`src/rtl/c_token_classifier_top_assert.svh`:
```
// ----------------------------------------------------------------------------
// c_token_classifier_top_assert.svh
// Assertion macros shared by the token classifier modules.
// ----------------------------------------------------------------------------
`ifndef C_TOKEN_CLASSIFIER_TOP_ASSERT_SVH
`define C_TOKEN_CLASSIFIER_TOP_ASSERT_SVH

`ifndef SYNTHESIS
// Condition holds at every clock edge out of reset.
`define CTOK_ASSERT(lbl, ck, rn, cond) \
  lbl: assert property (@(posedge ck) disable iff (!rn) (cond)) \
    else $error("ctok assertion failed");
// Antecedent implies consequent in the same cycle.
`define CTOK_ASSERT_IMP(lbl, ck, rn, ante, cons) \
  lbl: assert property (@(posedge ck) disable iff (!rn) (ante) |-> (cons)) \
    else $error("ctok implication failed");
// Antecedent implies consequent in the next cycle.
`define CTOK_ASSERT_NEXT(lbl, ck, rn, ante, cons) \
  lbl: assert property (@(posedge ck) disable iff (!rn) (ante) |=> (cons)) \
    else $error("ctok next-cycle implication failed");
`else
`define CTOK_ASSERT(lbl, ck, rn, cond)
`define CTOK_ASSERT_IMP(lbl, ck, rn, ante, cons)
`define CTOK_ASSERT_NEXT(lbl, ck, rn, ante, cons)
`endif

`endif

```
`src/rtl/ctok_pkg.sv`:
```
// ----------------------------------------------------------------------------
// ctok_pkg
// Types, constants and character-class helpers of the token classifier.
// ----------------------------------------------------------------------------
package ctok_pkg;

  localparam int unsigned      DEF_MAX_TOKEN_LENGTH = 255;
  localparam longint unsigned  DEF_POSITION_LIMIT   = 64'd65535;

  localparam int KW_NUM     = 12;
  localparam int KW_SLOTS   = 8;   // padded to a power of two for indexing
  localparam int QUEUE_DEPTH = 4;
  localparam int QPTR_W     = $clog2(QUEUE_DEPTH);

  typedef enum logic [2:0] {
    KIND_KEYWORD    = 3'd0,
    KIND_REAL       = 3'd1,
    KIND_CONSTANT   = 3'd2,
    KIND_IDENTIFIER = 3'd3,
    KIND_UNKNOWN    = 3'd4,
    KIND_DELIMITER  = 3'd5,
    KIND_OPERATOR   = 3'd6
  } ctok_kind_t;

  localparam logic [7:0] KW_TEXT [KW_NUM][KW_SLOTS] = '{
    '{"i", "n", "t", 8'h00, 8'h00, 8'h00, 8'h00, 8'h00},
    '{"f", "l", "o", "a", "t", 8'h00, 8'h00, 8'h00},
    '{"i", "f", 8'h00, 8'h00, 8'h00, 8'h00, 8'h00, 8'h00},
    '{"e", "l", "s", "e", 8'h00, 8'h00, 8'h00, 8'h00},
    '{"w", "h", "i", "l", "e", 8'h00, 8'h00, 8'h00},
    '{"d", "o", 8'h00, 8'h00, 8'h00, 8'h00, 8'h00, 8'h00},
    '{"r", "e", "t", "u", "r", "n", 8'h00, 8'h00},
    '{"f", "o", "r", 8'h00, 8'h00, 8'h00, 8'h00, 8'h00},
    '{"v", "o", "i", "d", 8'h00, 8'h00, 8'h00, 8'h00},
    '{"b", "r", "e", "a", "k", 8'h00, 8'h00, 8'h00},
    '{"c", "h", "a", "r", 8'h00, 8'h00, 8'h00, 8'h00},
    '{"d", "o", "u", "b", "l", "e", 8'h00, 8'h00}
  };

  localparam logic [2:0] KW_LEN [KW_NUM] = '{
    3'd3, 3'd5, 3'd2, 3'd4, 3'd5, 3'd2, 3'd6, 3'd3, 3'd4, 3'd5, 3'd4, 3'd6
  };

  // One queue entry: the word result and/or the symbol result of one byte.
  typedef struct packed {
    logic       word_v;
    ctok_kind_t word_kind;
    logic [15:0] word_start;
    logic [7:0]  word_len;
    logic        word_sat;
    logic        sym_v;
    ctok_kind_t  sym_kind;
    logic [15:0] sym_pos;
    logic [7:0]  sym_byte;
  } ctok_entry_t;

  // One result item as it leaves the block.
  typedef struct packed {
    ctok_kind_t  kind;
    logic [15:0] start;
    logic [7:0]  len;
    logic [7:0]  sym;
    logic        sat;
    logic        last;
  } ctok_result_t;

  function automatic logic is_digit(input logic [7:0] c);
    return (c >= "0") && (c <= "9");
  endfunction

  function automatic logic is_alpha(input logic [7:0] c);
    return ((c >= "a") && (c <= "z")) || ((c >= "A") && (c <= "Z"));
  endfunction

  function automatic logic is_space(input logic [7:0] c);
    return (c == " ") || ((c >= 8'd9) && (c <= 8'd13));
  endfunction

  function automatic logic is_delim(input logic [7:0] c);
    return (c == ",") || (c == ";") || (c == "(") || (c == ")") ||
           (c == "{") || (c == "}") || (c == "[") || (c == "]");
  endfunction

  function automatic logic is_oper(input logic [7:0] c);
    return (c == "+") || (c == "-") || (c == "*") || (c == "/") ||
           (c == "%") || (c == "=");
  endfunction

endpackage

```
`src/rtl/ctok_front.sv`:
```
// ----------------------------------------------------------------------------
// ctok_front
// Byte front end: tracks the pending token flags and builds queue entries.
// ----------------------------------------------------------------------------
`include "c_token_classifier_top_assert.svh"

module ctok_front #(
  parameter int unsigned     MAX_TOKEN_LENGTH = ctok_pkg::DEF_MAX_TOKEN_LENGTH,
  parameter longint unsigned POSITION_LIMIT   = ctok_pkg::DEF_POSITION_LIMIT
) (
  input  logic                 clk,
  input  logic                 rst_n,
  input  logic                 accept_i,
  input  logic [7:0]           char_i,
  input  logic                 eol_i,
  output logic                 push_o,
  output ctok_pkg::ctok_entry_t entry_o
);
  import ctok_pkg::*;

  localparam int LEN_W = $clog2(MAX_TOKEN_LENGTH + 1);
  localparam int POS_W = $clog2(POSITION_LIMIT + 64'd1);

  logic [KW_NUM-1:0] kw_alive_r, kw_alive_nxt;
  logic [LEN_W-1:0]  len_r, len_nxt;
  logic              first_dig_r, first_dig_nxt;
  logic              ident_ok_r, ident_ok_nxt;
  logic              num_ok_r, num_ok_nxt;
  logic              seen_dot_r, seen_dot_nxt;
  logic              ovf_r, ovf_nxt;
  logic [POS_W-1:0]  start_r, start_nxt;
  logic [POS_W-1:0]  pos_r, pos_nxt;

  // state after appending the current byte
  logic [KW_NUM-1:0] ap_alive;
  logic [LEN_W-1:0]  ap_len;
  logic              ap_first, ap_ident, ap_num, ap_dot, ap_ovf;
  logic [POS_W-1:0]  ap_start;

  // state of the token being flushed
  logic [KW_NUM-1:0] src_alive;
  logic [LEN_W-1:0]  src_len;
  logic              src_first, src_ident, src_num, src_dot, src_ovf;
  logic [POS_W-1:0]  src_start;

  logic       closing, symbol, word_v, kw_hit;
  ctok_kind_t word_kind;

  always_comb begin
    symbol  = is_delim(char_i) || is_oper(char_i);
    closing = symbol || is_space(char_i);

    for (int k = 0; k < KW_NUM; k++) begin
      ap_alive[k] = kw_alive_r[k] && (len_r < LEN_W'(KW_LEN[k])) &&
                    (KW_TEXT[k][len_r[2:0]] == char_i);
    end
    if (len_r == '0) begin
      ap_start = pos_r;
      ap_first = is_digit(char_i);
      ap_ident = is_alpha(char_i) || (char_i == "_");
    end else begin
      ap_start = start_r;
      ap_first = first_dig_r;
      ap_ident = ident_ok_r &&
                 (is_alpha(char_i) || is_digit(char_i) || (char_i == "_"));
    end
    if (char_i == ".") begin
      ap_num = num_ok_r && !seen_dot_r;
      ap_dot = 1'b1;
    end else begin
      ap_num = num_ok_r && is_digit(char_i);
      ap_dot = seen_dot_r;
    end
    if (len_r < LEN_W'(MAX_TOKEN_LENGTH)) begin
      ap_len = len_r + LEN_W'(1);
      ap_ovf = ovf_r;
    end else begin
      ap_len = len_r;
      ap_ovf = 1'b1;
    end

    // a closing byte flushes the token as it stood; end of line after
    // an ordinary byte flushes the token including that byte
    if (closing) begin
      src_alive = kw_alive_r;
      src_len   = len_r;
      src_first = first_dig_r;
      src_ident = ident_ok_r;
      src_num   = num_ok_r;
      src_dot   = seen_dot_r;
      src_ovf   = ovf_r;
      src_start = start_r;
    end else begin
      src_alive = ap_alive;
      src_len   = ap_len;
      src_first = ap_first;
      src_ident = ap_ident;
      src_num   = ap_num;
      src_dot   = ap_dot;
      src_ovf   = ap_ovf;
      src_start = ap_start;
    end

    kw_hit = 1'b0;
    for (int k = 0; k < KW_NUM; k++) begin
      if (src_alive[k] && (src_len == LEN_W'(KW_LEN[k]))) kw_hit = 1'b1;
    end
    kw_hit = kw_hit && !src_ovf;

    priority if (kw_hit)              word_kind = KIND_KEYWORD;
    else if (src_num && src_dot)      word_kind = KIND_REAL;
    else if (src_first)               word_kind = KIND_CONSTANT;
    else if (src_ident)               word_kind = KIND_IDENTIFIER;
    else                              word_kind = KIND_UNKNOWN;

    word_v = (closing || eol_i) && (src_len != '0);

    entry_o.word_v     = word_v;
    entry_o.word_kind  = word_kind;
    entry_o.word_start = 16'(src_start);
    entry_o.word_len   = 8'(src_len);
    entry_o.word_sat   = src_ovf;
    entry_o.sym_v      = symbol;
    entry_o.sym_kind   = is_delim(char_i) ? KIND_DELIMITER : KIND_OPERATOR;
    entry_o.sym_pos    = 16'(pos_r);
    entry_o.sym_byte   = char_i;

    push_o = accept_i && (word_v || symbol);

    // next state: hold without an accepted byte, clear on any flush, else append
    kw_alive_nxt  = kw_alive_r;
    len_nxt       = len_r;
    first_dig_nxt = first_dig_r;
    ident_ok_nxt  = ident_ok_r;
    num_ok_nxt    = num_ok_r;
    seen_dot_nxt  = seen_dot_r;
    ovf_nxt       = ovf_r;
    start_nxt     = start_r;
    pos_nxt       = pos_r;
    if (accept_i) begin
      pos_nxt = (pos_r == POS_W'(POSITION_LIMIT)) ? '0 : pos_r + POS_W'(1);
      if (closing || eol_i) begin
        kw_alive_nxt  = '1;
        len_nxt       = '0;
        first_dig_nxt = 1'b0;
        ident_ok_nxt  = 1'b1;
        num_ok_nxt    = 1'b1;
        seen_dot_nxt  = 1'b0;
        ovf_nxt       = 1'b0;
        start_nxt     = '0;
      end else begin
        kw_alive_nxt  = ap_alive;
        len_nxt       = ap_len;
        first_dig_nxt = ap_first;
        ident_ok_nxt  = ap_ident;
        num_ok_nxt    = ap_num;
        seen_dot_nxt  = ap_dot;
        ovf_nxt       = ap_ovf;
        start_nxt     = ap_start;
      end
    end
  end

  always_ff @(posedge clk) begin
    if (!rst_n) begin
      kw_alive_r  <= '1;
      len_r       <= '0;
      first_dig_r <= 1'b0;
      ident_ok_r  <= 1'b1;
      num_ok_r    <= 1'b1;
      seen_dot_r  <= 1'b0;
      ovf_r       <= 1'b0;
      start_r     <= '0;
      pos_r       <= '0;
    end else begin
      kw_alive_r  <= kw_alive_nxt;
      len_r       <= len_nxt;
      first_dig_r <= first_dig_nxt;
      ident_ok_r  <= ident_ok_nxt;
      num_ok_r    <= num_ok_nxt;
      seen_dot_r  <= seen_dot_nxt;
      ovf_r       <= ovf_nxt;
      start_r     <= start_nxt;
      pos_r       <= pos_nxt;
    end
  end

  `CTOK_ASSERT_NEXT(a_eol_clears, clk, rst_n, accept_i && eol_i, len_r == '0)
  `CTOK_ASSERT_IMP(a_sat_full, clk, rst_n, ovf_r, len_r == LEN_W'(MAX_TOKEN_LENGTH))

endmodule

```
`src/rtl/ctok_queue.sv`:
```
// ----------------------------------------------------------------------------
// ctok_queue
// Short FIFO of entries between the front end and the result sequencer.
// ----------------------------------------------------------------------------
`include "c_token_classifier_top_assert.svh"

module ctok_queue (
  input  logic                  clk,
  input  logic                  rst_n,
  input  logic                  push_i,
  input  ctok_pkg::ctok_entry_t entry_i,
  output logic                  full_o,
  input  logic                  pop_i,
  output logic                  avail_o,
  output ctok_pkg::ctok_entry_t head_o
);
  import ctok_pkg::*;

  ctok_entry_t       mem [QUEUE_DEPTH];
  logic [QPTR_W-1:0] wr_ptr_r, wr_ptr_nxt;
  logic [QPTR_W-1:0] rd_ptr_r, rd_ptr_nxt;
  logic [QPTR_W:0]   count_r, count_nxt;
  logic              do_push, do_pop;

  always_comb begin
    full_o  = (count_r == (QPTR_W + 1)'(QUEUE_DEPTH));
    avail_o = (count_r != '0);
    head_o  = mem[rd_ptr_r];
    do_push = push_i && !full_o;
    do_pop  = pop_i && avail_o;
    wr_ptr_nxt = do_push ? wr_ptr_r + QPTR_W'(1) : wr_ptr_r;
    rd_ptr_nxt = do_pop  ? rd_ptr_r + QPTR_W'(1) : rd_ptr_r;
    count_nxt  = count_r;
    if (do_push && !do_pop) count_nxt = count_r + (QPTR_W + 1)'(1);
    if (do_pop && !do_push) count_nxt = count_r - (QPTR_W + 1)'(1);
  end

  always_ff @(posedge clk) begin
    if (do_push) mem[wr_ptr_r] <= entry_i;
  end

  always_ff @(posedge clk) begin
    if (!rst_n) begin
      wr_ptr_r <= '0;
      rd_ptr_r <= '0;
      count_r  <= '0;
    end else begin
      wr_ptr_r <= wr_ptr_nxt;
      rd_ptr_r <= rd_ptr_nxt;
      count_r  <= count_nxt;
    end
  end

  `CTOK_ASSERT_IMP(a_no_overflow, clk, rst_n, push_i, !full_o)
  `CTOK_ASSERT(a_count_range, clk, rst_n, count_r <= (QPTR_W + 1)'(QUEUE_DEPTH))

endmodule

```
`src/rtl/ctok_back.sv`:
```
// ----------------------------------------------------------------------------
// ctok_back
// Result sequencer: splits each entry into results and drives the output.
// ----------------------------------------------------------------------------
`include "c_token_classifier_top_assert.svh"

module ctok_back (
  input  logic                  clk,
  input  logic                  rst_n,
  input  logic                  avail_i,
  input  ctok_pkg::ctok_entry_t head_i,
  output logic                  pop_o,
  output logic                  out_valid_o,
  input  logic                  out_ready_i,
  output ctok_pkg::ctok_result_t out_res_o
);
  import ctok_pkg::*;

  ctok_entry_t  cur_r, cur_nxt;
  logic         cur_valid_r, cur_valid_nxt;
  logic         out_valid_r, out_valid_nxt;
  ctok_result_t out_res_r, out_res_nxt;
  logic         can_load, emit, cur_done;

  always_comb begin
    can_load = !out_valid_r || out_ready_i;
    emit     = can_load && cur_valid_r;

    // word result goes first; symbol result follows
    if (cur_r.word_v) begin
      out_res_nxt.kind  = cur_r.word_kind;
      out_res_nxt.start = cur_r.word_start;
      out_res_nxt.len   = cur_r.word_len;
      out_res_nxt.sym   = 8'h00;
      out_res_nxt.sat   = cur_r.word_sat;
      out_res_nxt.last  = !cur_r.sym_v;
      cur_done          = !cur_r.sym_v;
    end else begin
      out_res_nxt.kind  = cur_r.sym_kind;
      out_res_nxt.start = cur_r.sym_pos;
      out_res_nxt.len   = 8'd1;
      out_res_nxt.sym   = cur_r.sym_byte;
      out_res_nxt.sat   = 1'b0;
      out_res_nxt.last  = 1'b1;
      cur_done          = 1'b1;
    end

    out_valid_nxt = can_load ? emit : out_valid_r;

    pop_o = avail_i && (!cur_valid_r || (emit && cur_done));

    cur_nxt       = cur_r;
    cur_valid_nxt = cur_valid_r;
    if (pop_o) begin
      cur_nxt       = head_i;
      cur_valid_nxt = 1'b1;
    end else if (emit) begin
      if (cur_done) cur_valid_nxt = 1'b0;
      else          cur_nxt.word_v = 1'b0;
    end
  end

  always_ff @(posedge clk) begin
    if (!rst_n) begin
      cur_valid_r <= 1'b0;
      out_valid_r <= 1'b0;
    end else begin
      cur_valid_r <= cur_valid_nxt;
      out_valid_r <= out_valid_nxt;
    end
  end

  always_ff @(posedge clk) begin
    cur_r <= cur_nxt;
    if (emit) out_res_r <= out_res_nxt;
  end

  assign out_valid_o = out_valid_r;
  assign out_res_o   = out_res_r;

  `CTOK_ASSERT_IMP(a_entry_nonempty, clk, rst_n, cur_valid_r, cur_r.word_v || cur_r.sym_v)
  `CTOK_ASSERT_NEXT(a_symbol_kept, clk, rst_n, emit && !cur_done,
                    cur_valid_r && cur_r.sym_v && !cur_r.word_v)

endmodule

```
`src/rtl/c_token_classifier_top.sv`:
```
// A result passes the queue, the current-entry register and the output register.
// Throughput: one byte per cycle while the queue has room; the output port emits
// one result per cycle while out_tready is high, so a byte that closes a token
// with a delimiter or operator yields two results. A 4-entry queue absorbs that.
// Reset (rst_n low, synchronous): no token pending, stream position zero,
// queue and output register empty; the block accepts bytes the cycle after.
// ----------------------------------------------------------------------------
// c_token_classifier_top
// Byte-serial lexical analyzer for C-like text: classifies word tokens
// incrementally and reports delimiters and operators as their own results.
// ----------------------------------------------------------------------------
module c_token_classifier_top #(
  parameter int unsigned     MAX_TOKEN_LENGTH = ctok_pkg::DEF_MAX_TOKEN_LENGTH,
  parameter longint unsigned POSITION_LIMIT   = ctok_pkg::DEF_POSITION_LIMIT
) (
  input  logic        clk,
  input  logic        rst_n,
  // input stream: one source byte per transaction
  input  logic        in_tvalid,
  output logic        in_tready,
  input  logic [7:0]  in_tdata,   // [7:0] char_in
  input  logic        in_tlast,   // end_of_line
  // result stream
  output logic        out_tvalid,
  input  logic        out_tready,
  output logic [39:0] out_tdata,  // [15:0] start_position, [23:16] token_length,
                                  // [31:24] symbol_byte, [32] length_saturated,
                                  // [39:33] zero
  output logic [2:0]  out_tuser,  // [2:0] kind
  output logic        out_tlast   // last_result
);
  import ctok_pkg::*;

  logic         accept;
  logic         push;
  ctok_entry_t  entry;
  logic         q_full;
  logic         pop;
  logic         q_avail;
  ctok_entry_t  head;
  ctok_result_t res;

  // Take a byte whenever the queue has a free slot; the front end is
  // a plain registered flag update, so nothing else holds the input back.
  assign in_tready = !q_full;
  assign accept    = in_tvalid && in_tready;

  // Front end: update the pending token flags, build the entry holding the
  // flushed word result and/or the symbol result of this byte.
  ctok_front #(
    .MAX_TOKEN_LENGTH (MAX_TOKEN_LENGTH),
    .POSITION_LIMIT   (POSITION_LIMIT)
  ) u_front (
    .clk      (clk),
    .rst_n    (rst_n),
    .accept_i (accept),
    .char_i   (in_tdata),
    .eol_i    (in_tlast),
    .push_o   (push),
    .entry_o  (entry)
  );

  // Queue: decouple byte intake from result delivery.
  ctok_queue u_queue (
    .clk     (clk),
    .rst_n   (rst_n),
    .push_i  (push),
    .entry_i (entry),
    .full_o  (q_full),
    .pop_i   (pop),
    .avail_o (q_avail),
    .head_o  (head)
  );

  // Back end: split entries into results, hold each in the output register
  // until the downstream side takes it.
  ctok_back u_back (
    .clk         (clk),
    .rst_n       (rst_n),
    .avail_i     (q_avail),
    .head_i      (head),
    .pop_o       (pop),
    .out_valid_o (out_tvalid),
    .out_ready_i (out_tready),
    .out_res_o   (res)
  );

  // Pack the result payload; pad upper bits with zeros.
  assign out_tdata = {7'd0, res.sat, res.sym, res.len, res.start};
  assign out_tuser = res.kind;
  assign out_tlast = res.last;

endmodule
```
`config.mk`:
```
export PLATFORM = sky130hd
export DESIGN_NAME = c_token_classifier_top
export DESIGN_NICKNAME = d
export VERILOG_FILES = /design/src/rtl/ctok_pkg.sv /design/src/rtl/ctok_front.sv /design/src/rtl/ctok_queue.sv /design/src/rtl/ctok_back.sv /design/src/rtl/c_token_classifier_top.sv
export VERILOG_INCLUDE_DIRS = /design/src /design/src/rtl
export SDC_FILE = /design/constraint.sdc
export NUM_CORES = 1
export LEC_CHECK = 0
export BUFFER_PORTS_ARGS = -buffer_cell sky130_fd_sc_hd__buf_2
export CAP_MARGIN = 20
export CORE_MARGIN = 4
export CORE_UTILIZATION = 35
export DETAILED_ROUTE_END_ITERATION = 10
export PLACE_DENSITY = 0.48
export RECOVER_POWER = 25
export SLEW_MARGIN = 20
export SYNTH_ARGS = -nofsm -noshare
export SYNTH_HDL_FRONTEND = slang
export SYNTH_SLANG_ARGS = --single-unit
```
`constraint.sdc`:
```
create_clock -name clk -period 7.3 [get_ports clk]
set_clock_uncertainty 0.2 [all_clocks]
set_input_delay 0.73 -clock clk [delete_from_list [all_inputs] [get_ports clk]]
set_output_delay 0.73 -clock clk [all_outputs]
set_load 0.02 [all_outputs]
```
# Word-level counts from Yosys, hierarchy flattened
# Memory sizes are Yosys's and may differ from the RTL's. A register that Yosys moved wholly into a read port is not among the register bits.
# Cells that the tools add are included.
# classes
eq_ne	37
magnitude_cmp	15
mux	79
n_reduce_logical	94
add_sub_neg	6
n_bitwise	1
# op_table
cell	count
$mux 8	27
$eq 8x6->1 const B	12
$eq 8x8->1	12
$mux 16	4
$logic_and 1x1->1	55
$eq 8x7->1 const B	5
$mux 37	1
$mux 1	36
$eq 8x3->1 const B	3
$lt 8x3->1 const B	3
$mux 12	2
$logic_or 1x1->1	23
$mux 3	6
$add 16x1->16 const B	1
$eq 16x16->1 const B	1
$eq 8x2->1 const B	2
$ge 8x7->1 const B	2
$le 8x7->1 const B	2
$lt 8x2->1 const B	2
$add 8x1->8 const B	1
$ge 8x4->1 const B	1
$ge 8x6->1 const B	1
$le 8x4->1 const B	1
$le 8x6->1 const B	1
15 further kinds	28
# totals
in_bits	13
mem_bits_ro	768
regBits	160
mem_count	13
ram_bits	224
word_cells	274
# memory_table
name	depth	word_bits	rd	rd_clocked_by_memory_dff	wr	line	rtl
u_queue.mem	4	56	1	1	1	ctok_queue.sv:19	ctok_entry_t mem [QUEUE_DEPTH];
(no name shown)	8	8	1	0	0	ctok_front.sv:55	(KW_TEXT[k][len_r[2:0]] == char_i);
(no name shown)	8	8	1	0	0	ctok_front.sv:55	
(no name shown)	8	8	1	0	0	ctok_front.sv:55	
(no name shown)	8	8	1	0	0	ctok_front.sv:55	
(no name shown)	8	8	1	0	0	ctok_front.sv:55	
7 more memories	-	-	-	-	-	-	

# Logic depth before layout (Yosys ltp)
# Gate-level depths: netlist (run 1).
# depth
word_depth	27
mapped_depth	15

# By module
# From an unflattened synthesis (run 1), not the netlist that was laid out.
# hier_totals
cells_unflattened	1097
area_unflattened_um2	16667.2
# by_module_without_submodules
module	seq_area_each_um2	cells_per_inst	instances	area_per_inst_um2
ctok_queue	7026.7	349	1	8708.4
ctok_front	1141.1	590	1	4546.9
ctok_back	2862.7	148	1	3345.7
c_token_classifier_top	0.0	10	1	66.3

# Worst setup path before layout (run 1)
# Ideal clock, no wire load.
# synth_path
path_type	input port to flip-flop
from	in out_tready
to	reg u_queue.count_r[2]
required_time_ns	7.024
cell_stages	9
slack_ns	1.872
setup_time_ns	0.076
arrival_ns	5.152
path_cell_list	nor2b_1 > o21ai_0 > nor2b_1 > ha_1 > inv_1 > fa_1 > xor2_1 > or3_1 > a21boi_0
# synth_between
elab_chain_len	9
# synth_lines
item	line	rtl
from (decl)	c_token_classifier_top.sv:25	input logic out_tready,
$logic_or 1x1->1 *	ctok_back.sv:26	can_load = !out_valid_r || out_ready_i;
$logic_and 1x1->1 *	ctok_back.sv:27	emit = can_load && cur_valid_r;
$logic_and 1x1->1 *	ctok_back.sv:50	pop_o = avail_i && (!cur_valid_r || (emit && cur_done));
$logic_or 1x1->1 *	ctok_back.sv:50	
$logic_and 1x1->1 *	ctok_back.sv:50	
net pop	c_token_classifier_top.sv:38	logic pop;
$logic_and 1x1->1 *	ctok_queue.sv:30	do_pop = pop_i && avail_o;
$logic_not 1->1	ctok_queue.sv:34	if (do_push && !do_pop) count_nxt = count_r + (QPTR_W + 1)'(1);
$logic_and 1x1->1	ctok_queue.sv:34	
$reduce_bool 2->1 (no line)	-	
to (signal assigned)	ctok_queue.sv:50	count_r <= count_nxt;
to (decl)	ctok_queue.sv:22	logic [QPTR_W:0] count_r, count_nxt;
# Mark *: on every way through the listed nets, which the timed path passes. The rest lies on a longest branch.
# A chain may end at the register's enable or synchronous reset.

==> out/qor.yml, run 1 <==
logic_synthesis:
  synth.distinct_cells: 79
  yosysSeqAreaShare_pct: 66.43
  synth_ff_type: "edfxtp_1"
  yosys_warnings: 0
  synth_cells: 1084
  synth-async-reset-ratio_pct: 0
  netlist_area_mm2: 0.01638
  synth_edf_count: 317
  postSynthAreaPerCell_um2: 15.11
  ys_ff_latch: 385
sta:
  max_slew_margin_pct: -158.0
  rsz0062_at_grt: "false"
  drv_slew: 312
  fin_crit_sh_pct: 69.51
  fin_hold_ws_ns: 0.2595
  finalCriticalPeriod_ns: 5.074
  tns_ns: 0
  worst_pin_slew_ns: 3.870
  hold_viol: 0
  setup_viol: 0
  fmax_ghz: 0.1971
global_route:
  antenna_found_initial: 0
  grt_pass1_wl_um: 56680
  grt_pass1_vias: 9379
  grt_overflow: 0
  track_usage_pct: 14.42
  grt_max_degree: 59
setup_path:
  worstSetupStartpointType: "input pin"
  critPathKind: "in2reg"
  crit_family: "simple AND/OR/NAND/NOR gates"
  crit_chain: "clkbuf_1, nor2b_1, o211ai_1, nand3_1, or2_2, mux2i_1, o311a_4, and2_2, buf_4"
  cpPeakStageDelay_ns: 1.21
  crit_fanout: 37
  worstPathRequired_ns: 7.30
  cp-end-kind: "flop"
  cp_slowest_cell: "clkbuf_1"
  crit_arrival_ns: 5.07
  cp.buffers_inverters: 2
floorplanning:
  fp.coreArea_mm2: 0.04636
  die_w_um: 224.3
  die_area_mm2: 0.05032
  boundaryPins: 59
  die_height_um: 224.3
  row_count: 79
  start_util_pct: 35.33
placement:
  io_buffer_count: 51
  place_hpwl_um: 21640
  place_area_mm2: 0.01722
  gp_congestion: 0.8773
pwr:
  max-vdd-ir-drop_v: 0.0001947
  fin_total_pwr_mw: 6.445
  leakagePower_nw: 6.098
  powerDensity_mw_per_mm2: 348.3
clocking:
  cts_sinks: 385
  cts-root-buf: "clkbuf_16"
  clock_tree.buffer_depth: 3
  cts_tree: "yes"
  postCtsSetupBuffers: 0
  clk_pin_slew_ns: 0.05
  ctsResizeCount: 0
  clock_latency_ns: 0.56
  cts_buffers: 42
  cts.hold.buffers_added: 0
  h-tree-depth: 2
detailed_routing:
  first_iter_violations: 593
  dr.pass1.iters: 5
  wl_per_cell_um: 20.40
  via_per_inst: 5.114
  wl_um: 36030
  drcViolationCount: 0
  vias: 9032
  ant_nets: 0
status:
  status: "complete, but fails checks"
  violations: "max-capacitance violations, max-slew violations"
worst_hold_path:
  hp-class: "reg2reg"
cells_and_area:
  final_common_cell: "edfxtp_1"
  layout_common_cells: "edfxtp_1, dfxtp_1, nor2_1, mux4_2, nand2_1"
  fin_nets: 1155
  fin_util_pct: 39.91
  area_growth_syn_to_layout_pct: 12.96
  stdcell_area_mm2: 0.01850
  drive_gt1_share_pct: 20.28
  antenna_cells: 0
  fill_cells: 4298
flow_run:
  maxCapViolCount: 8
==> flip-flops by register name, summed over array words and instances, names as in the netlist, 2 cells and up, named ones only <==
| name | cells |
|---|---|
| u_front.len_r | 8 |
| u_front.start_r | 16 |
| u_back.out_res_o | 37 |
| u_back.cur_r | 56 |
| u_front.kw_alive_r | 12 |
| u_queue.wr_ptr_r | 2 |
| u_front.pos_r | 16 |
| u_queue.mem | 224 |
| u_queue.rd_ptr_r | 2 |
| u_queue.count_r | 3 |
==> report_power, final <==
part	total [mW]	switching (mW)	internal (mW)
Sequential	3.01	0.123	2.88
Clock	2.05	0.839	1.21
Combinational	1.39	0.816	0.573
Total	6.44	1.78	4.67
==> worst reg2reg max path, cell delays in order (launching register included) <==
cell and delay [ns]:
dfxtp_1 0.65, ha_1 0.44, nand3_1 0.28, or3_1 0.54
nand2_1 0.14, a211oi_1 0.09, mux2i_1 0.30, o311a_4 0.28
and2_2 0.75, buf_4 0.51
==> cell type report <==
class	instances	area [um2]	share of cell area, %
multi-input cells	614	5111	27.63
inverters	17	63.81	0.3449
clock buffers	54	1146	6.195
repair buffers	67	350.3	1.894
well taps	607	759.5	4.105
clock inverters	22	185.2	1.001
flip-flops and latches	385	10890	58.84
==> cells in the mapped netlist, drive strengths merged, types with 20 or more instances <==
| master | count | area [um2] |
|---|---|---|
| nor2b | 50 | 327.8 |
| nor2 | 62 | 237.7 |
| clkbuf | 31 | 116.4 |
| nand3 | 23 | 127.6 |
| a21oi | 20 | 100.1 |
| dfxtp | 68 | 1361 |
| mux2 | 37 | 416.7 |
| a22oi | 20 | 150.1 |
| buf | 43 | 234.0 |
| and2 | 25 | 156.4 |
| mux4 | 56 | 1261 |
| nand2 | 52 | 195.2 |
| xnor2 | 24 | 210.2 |
| o21ai | 26 | 130.1 |
| edfxtp | 317 | 9519 |
==> per-layer routing <==
metal	routed length, um	track usage (%)
met1	15950	19.23
met2	17450	23.78
met3	1572	2.924
met4	1054	4.822
met5	0	0
==> kinds of logic after synthesis <==
family                     share of synthesized area [%]
DFF                                                66.43
and+or+nand+nor                                    10.35
AOI/OAI and AO/OA                                  6.608
muxes                                              10.67
buffers and inverters                              2.529
xor gates and xnor gates                           2.192
adders and majority gates                          1.192
other                                            0.02290
==> metrics by stage <==
stage	instances	setup WS, ns
final	1766	2.226
after global routing	1766	1.820
after CTS	1766	2.707
after detailed placement	1690	2.517
after global placement	1690	2.620
after floorplan	1090	1.872
==> worst paths after layout <==
kind	depth (start not counted)	startpoint	end	slack, ns
hold / removal	2	u_front.num_ok_r	u_front.num_ok_r	0.26
setup reg to reg	9	u_front.len_r[0]	u_queue.mem[3][41]	2.75
setup / recovery	9	in_tdata[2]	u_queue.mem[3][41]	2.23
hold reg to reg	2	u_front.num_ok_r	u_front.num_ok_r	0.26
Power figures use the tool's default switching activity.
==> inputs of run 2 (changes only) <==
--- a/config.mk
+++ b/config.mk
@@ -11,7 +11,7 @@
 export CORE_MARGIN = 4
 export CORE_UTILIZATION = 35
 export DETAILED_ROUTE_END_ITERATION = 10
-export PLACE_DENSITY = 0.48
+export PLACE_DENSITY = 0.5
 export RECOVER_POWER = 25
 export SLEW_MARGIN = 20
 export SYNTH_ARGS = -nofsm -noshare
==> constraint.sdc (replaced) <==
create_clock -name clk -period 4.57 [get_ports clk]
set_clock_uncertainty 0.2 [all_clocks]
set_input_delay 0.457 -clock clk [delete_from_list [all_inputs] [get_ports clk]]
set_output_delay 0.457 -clock clk [all_outputs]
set_load 0.02 [all_outputs]
==> out/qor.yml, run 2 (synthesis results as in run 1) <==
cells_and_area:
  drive_gt1_share_pct: 18.31
  final_common_cell: "edfxtp_1"
  layout_common_cells: "edfxtp_1, dfxtp_1, nor2_1, mux4_2, clkbuf_1"
  antenna_cells: 0
  area_growth_syn_to_layout_pct: 13.45
  largest_register_ffs: 224
  fin_nets: 1169
  top_register: "u_queue.mem"
sta:
  fin_hold_ws_ns: 0.1443
  finalCriticalPeriod_ns: 4.092
  rsz0062_at_grt: "false"
  max_slew_margin_pct: -59.72
  drv_slew: 54
  hold_viol: 0
  worst_pin_slew_ns: 2.396
  tns_ns: 0
  fin_crit_sh_pct: 89.54
  setup_viol: 0
  fmax_ghz: 0.2444
clocking:
  cts_sinks: 385
  cts.hold.buffers_added: 0
  clock_latency_ns: 0.55
  cts_tree: "yes"
  ctsResizeCount: 0
  clock_tree.buffer_depth: 3
  h-tree-depth: 2
  postCtsSetupBuffers: 0
  cts_buffers: 42
  cts-root-buf: "clkbuf_16"
  clk_pin_slew_ns: 0.06
floorplanning:
  die_w_um: 224.3
  start_util_pct: 35.33
  row_count: 79
  die_height_um: 224.3
  boundaryPins: 59
  fp.coreArea_mm2: 0.04636
  die_area_mm2: 0.05032
setup_path:
  worstSetupStartpointType: "input pin"
  reg2reg_from: "u_front.len_r[0]"
  crit_arrival_ns: 4.38
  regToRegEndpoint: "u_queue.count_r[2]"
  worstPathRequired_ns: 4.85
  critPathKind: "in2reg"
  r2r_cells: 14
  crit_fanout: 18
  cp-end-kind: "flop"
  reg2reg_slack_ns: 0.73
  startpoint: "in_tdata[1]"
detailed_routing:
  dr.pass1.iters: 5
  wl_per_cell_um: 19.90
  wl_um: 35450
  ant_nets: 0
  first_iter_violations: 707
  drcViolationCount: 0
  via_per_inst: 5.106
  vias: 9094
placement:
  gp_congestion: 0.8121
  place_hpwl_um: 21470
  io_buffer_count: 51
pwr:
  pwr-share-comb_pct: 20.2
  leakagePower_nw: 6.083
  p_sw_share_pct: 27.49
  internal_power_mw: 7.414
  max-vdd-ir-drop_v: 0.0003817
  p_clk_share_pct: 32.0
  pwr-share-seq_pct: 47.7
  switching_power_mw: 2.812
  powerDensity_mw_per_mm2: 550.4
worst_hold_path:
  min_from: "out_tready"
  hp-class: "in2reg"
  min_path_cells: 3
  worstHoldEndpoint: "u_back.out_valid_o"
global_route:
  grt_pass1_vias: 9462
  grt_pass1_wl_um: 56040
  grt_overflow: 0
  track_usage_pct: 14.18
  grt_max_degree: 59
  antenna_found_initial: 1
flow_run:
  maxCapViolCount: 2
status:
  violations: "max-capacitance violations, max-slew violations"
  status: "complete, but fails checks"
run 2: cell count changes in the layout (fill, tap and decap cells not counted), sizes merged:
cell	previous run	this run
buf	55	39
bufinv	3	2
clkbuf	66	106
clkinv	19	7
clkinvlp	0	2
inv	17	19
run 2: worst max path at each step:
stage / end / slack [ns] / cells after the start
after floorplan: u_queue.count_r[2] / 0.36 / 10
after global placement: u_queue.count_r[2] / 0.52 / 14
after detailed placement: u_queue.count_r[2] / 0.46 / 14
after CTS: u_queue.mem[0][52] / 0.73 / 10
after global routing: u_queue.count_r[2] / 0.20 / 14
final: u_queue.count_r[2] / 0.48 / 14
run 2: area by class of cell:
| cell class | instances | area, um2 |
|---|---|---|
| Fill cell | 4275 | 27780 |
| Sequential cell | 385 | 10890 |
| Multi-Input combinational cell | 614 | 5106 |
| Clock buffer | 64 | 1225 |
| Tap cell | 607 | 759.5 |
| Timing Repair Buffer | 81 | 417.9 |
| Clock inverter | 13 | 122.6 |
| Inverter | 17 | 63.81 |
run 2: worst max-delay path, cell delays in order:
cell       delay [ns]
clkbuf_1         0.79
nor2b_4          0.07
o2111ai_1        0.22
nand3_1          0.30
or3_4            0.51
o32a_4           0.33
o311a_4          0.36
inv_1            0.07
ha_1             0.17
inv_1            0.06
fa_1             0.42
xor2_1           0.15
or3_1            0.30
a21boi_0         0.15
run 2: per-stage QoR:
| stage | util, % | power [mW] | worst slack [ns] | area, um2 | cells |
|---|---|---|---|---|---|
| floorplan | - | 6.401 | 0.3562 | 16400 | 1090 |
| global placement | 37.36 | 7.117 | 0.5198 | 17320 | 1704 |
| detailed placement | 37.36 | 7.141 | 0.4640 | 17320 | 1704 |
| CTS | 40.27 | 10.47 | 0.7287 | 18670 | 1781 |
| global route | 40.08 | 10.78 | 0.2022 | 18580 | 1781 |
| finish | 40.08 | 10.23 | 0.4778 | 18580 | 1781 |
run 2: power groups by stage:
stage               combinational [mW]  clock [mW]  sequential, mW
detailed placement                2.17           0            4.97
global route                      2.28        3.55            4.96
finish                            2.07        3.28            4.88
floorplan                         1.44           0            4.96
global placement                  2.16           0            4.96
CTS                               2.17        3.40            4.90
run 2: routing by layer:
metal,global-route usage (%),wire length (um)
met5,0,0
met4,4.565,840
met3,2.297,1461
met2,24.17,17660
met1,18.69,15490
==> inputs of run 3 (changes only) <==
--- a/config.mk
+++ b/config.mk
@@ -13,6 +13,7 @@
 export DETAILED_ROUTE_END_ITERATION = 10
 export PLACE_DENSITY = 0.5
 export RECOVER_POWER = 25
+export REMOVE_ABC_BUFFERS = 1
 export SLEW_MARGIN = 20
 export SYNTH_ARGS = -nofsm -noshare
 export SYNTH_HDL_FRONTEND = slang
==> out/qor.yml, run 3 (synthesis results as in run 1) <==
pwr:
  max-vdd-ir-drop_v: 0.0003175
  powerDensity_mw_per_mm2: 549.2
  leakagePower_nw: 6.121
worst_hold_path:
  worstHoldEndpoint: "u_back.out_valid_o"
  min_from: "out_tready"
  min_path_cells: 3
  hp-class: "in2reg"
cells_and_area:
  area_growth_syn_to_layout_pct: 13.88
  final_common_cell: "edfxtp_1"
  largest_register_ffs: 224
  stdcell_area_mm2: 0.01865
  top_register: "u_queue.mem"
  drive_gt1_share_pct: 18.95
  layout_common_cells: "edfxtp_1, dfxtp_1, nor2_1, mux4_2, nand2_1"
  fin_util_pct: 40.23
  antenna_cells: 0
  fin_nets: 1173
global_route:
  grt_overflow: 0
  track_usage_pct: 14.69
  grt_pass1_vias: 9354
  met2_usage_pct: 23.70
  met3_usage_pct: 2.884
  antenna_found_initial: 0
  grt_busiest_layer: "met2"
  grt_pass1_wl_um: 57210
  grt_max_degree: 59
  grt_util_met1_pct: 20.16
setup_path:
  crit_family: "simple AND/OR/NAND/NOR gates"
  reg2reg_slack_ns: 0.56
  crit_arrival_ns: 4.30
  cp-end-kind: "flop"
  cpPeakStageDelay_ns: 0.67
  crit_top_cell: "inv_1"
  reg2reg_from: "u_front.len_r[2]"
  crit_fanout: 17
  cp_slowest_cell: "clkbuf_1"
  worstSetupStartpointType: "input pin"
  worstPathRequired_ns: 4.85
  cp.buffers_inverters: 3
  r2r_cells: 13
  regToRegEndpoint: "u_queue.count_r[2]"
  crit_chain: "clkbuf_1, nor2b_4, o2111ai_1, nand3_1, or3_4, o32a_4, o311a_4, inv_1, ha_1, inv_1, fa_1, xor2_1, or3_1, a21boi_0"
  critPathKind: "in2reg"
status:
  violations: "max-capacitance violations, max-slew violations"
  status: "complete, but fails checks"
placement:
  place_area_mm2: 0.01742
  gp_congestion: 0.8406
  io_buffer_count: 51
  place_hpwl_um: 22460
  pre_cts_ws_ns: 0.4779
floorplanning:
  boundaryPins: 59
  fp.coreArea_mm2: 0.04636
  die_w_um: 224.3
  start_util_pct: 35.33
  die_area_mm2: 0.05032
  die_height_um: 224.3
  row_count: 79
sta:
  fmax_ghz: 0.2484
  fin_hold_ws_ns: 0.09430
  drv_slew: 58
  setup_viol: 0
  tns_ns: 0
  worst_pin_slew_ns: 2.322
  hold_viol: 0
  finalCriticalPeriod_ns: 4.025
  rsz0062_at_grt: "false"
  fin_crit_sh_pct: 88.08
  max_slew_margin_pct: -54.83
  fin_ws_ns: 0.5446
clocking:
  clock_tree.buffer_depth: 3
  clock_latency_ns: 0.56
  postCtsSetupBuffers: 0
  h-tree-depth: 2
  cts.hold.buffers_added: 0
  ctsResizeCount: 0
  cts_tree: "yes"
  cts_sinks: 385
  cts_buffers: 41
  clk_pin_slew_ns: 0.06
  cts-root-buf: "clkbuf_16"
detailed_routing:
  wl_per_cell_um: 20.67
  wl_um: 36870
  vias: 9243
  ant_nets: 0
  first_iter_violations: 541
  drcViolationCount: 0
  dr.pass1.iters: 5
  via_per_inst: 5.181
flow_run:
  maxCapViolCount: 2
==> run 3: cell count changes in the layout (fill, tap and decap cells not counted), sizes merged <==
cell / delta
buf: +5
clkbuf: -10
clkinv: +9
clkinvlp: -1
==> run 3: where the power goes <==
part | total, mW | internal, mW | leakage [nW] | switching (mW)
Combinational | 2.14 | 0.867 | 1.95 | 1.27
Sequential | 4.88 | 4.60 | 3.52 | 0.280
Clock | 3.23 | 1.88 | 0.655 | 1.34
Total | 10.2 | 7.35 | 6.12 | 2.89
==> run 3: worst register-to-register path, stage by stage (launching register included) <==
cell and delay (ns):
dfxtp_1 0.64, nand4_1 0.30, a2111oi_2 0.42, o32ai_1 0.21, a211oi_1 0.22, mux2i_1 0.16, o311a_4 0.43, inv_1 0.07
ha_1 0.16, inv_1 0.07, fa_1 0.42, xor2_1 0.15, or3_1 0.30, a21boi_0 0.18
==> run 3: final cells by class <==
| cell class | count | area, um2 |
|---|---|---|
| tap | 607 | 759.5 |
| fill | 4251 | 27710 |
| multi-input combinational | 614 | 5100 |
| timing repair buffer | 86 | 518.0 |
| sequential | 385 | 10890 |
| clock buffer | 54 | 1145 |
| inverter | 17 | 63.81 |
| clock inverter | 21 | 180.2 |
==> run 3: worst max-delay path by stage <==
stage                                 from  cells past startpoint            endpoint
after floorplan           u_back.cur_r[56]                      9  u_queue.count_r[2]
after global placement         in_tdata[1]                     14  u_queue.count_r[2]
after detailed placement       in_tdata[1]                     14  u_queue.count_r[2]
after CTS                 u_front.len_r[2]                     13  u_queue.count_r[2]
after global routing      u_front.len_r[2]                     13  u_queue.count_r[2]
final                          in_tdata[1]                     14  u_queue.count_r[2]
==> run 3: routing by layer <==
| layer | vias up | wire length (um) |
|---|---|---|
| met1 | 4731 | 16930 |
| met4 | 0 | 1024 |
| met5 | - | 0 |
| met2 | 173 | 17490 |
| li1 | 4278 | - |
| met3 | 61 | 1433 |
==> run 3: per-stage QoR <==
step,power [mW],instances
finish,10.24,1784
global route,10.78,1784
CTS,10.49,1784
detailed placement,7.205,1709
global placement,7.178,1709
floorplan,6.389,1016
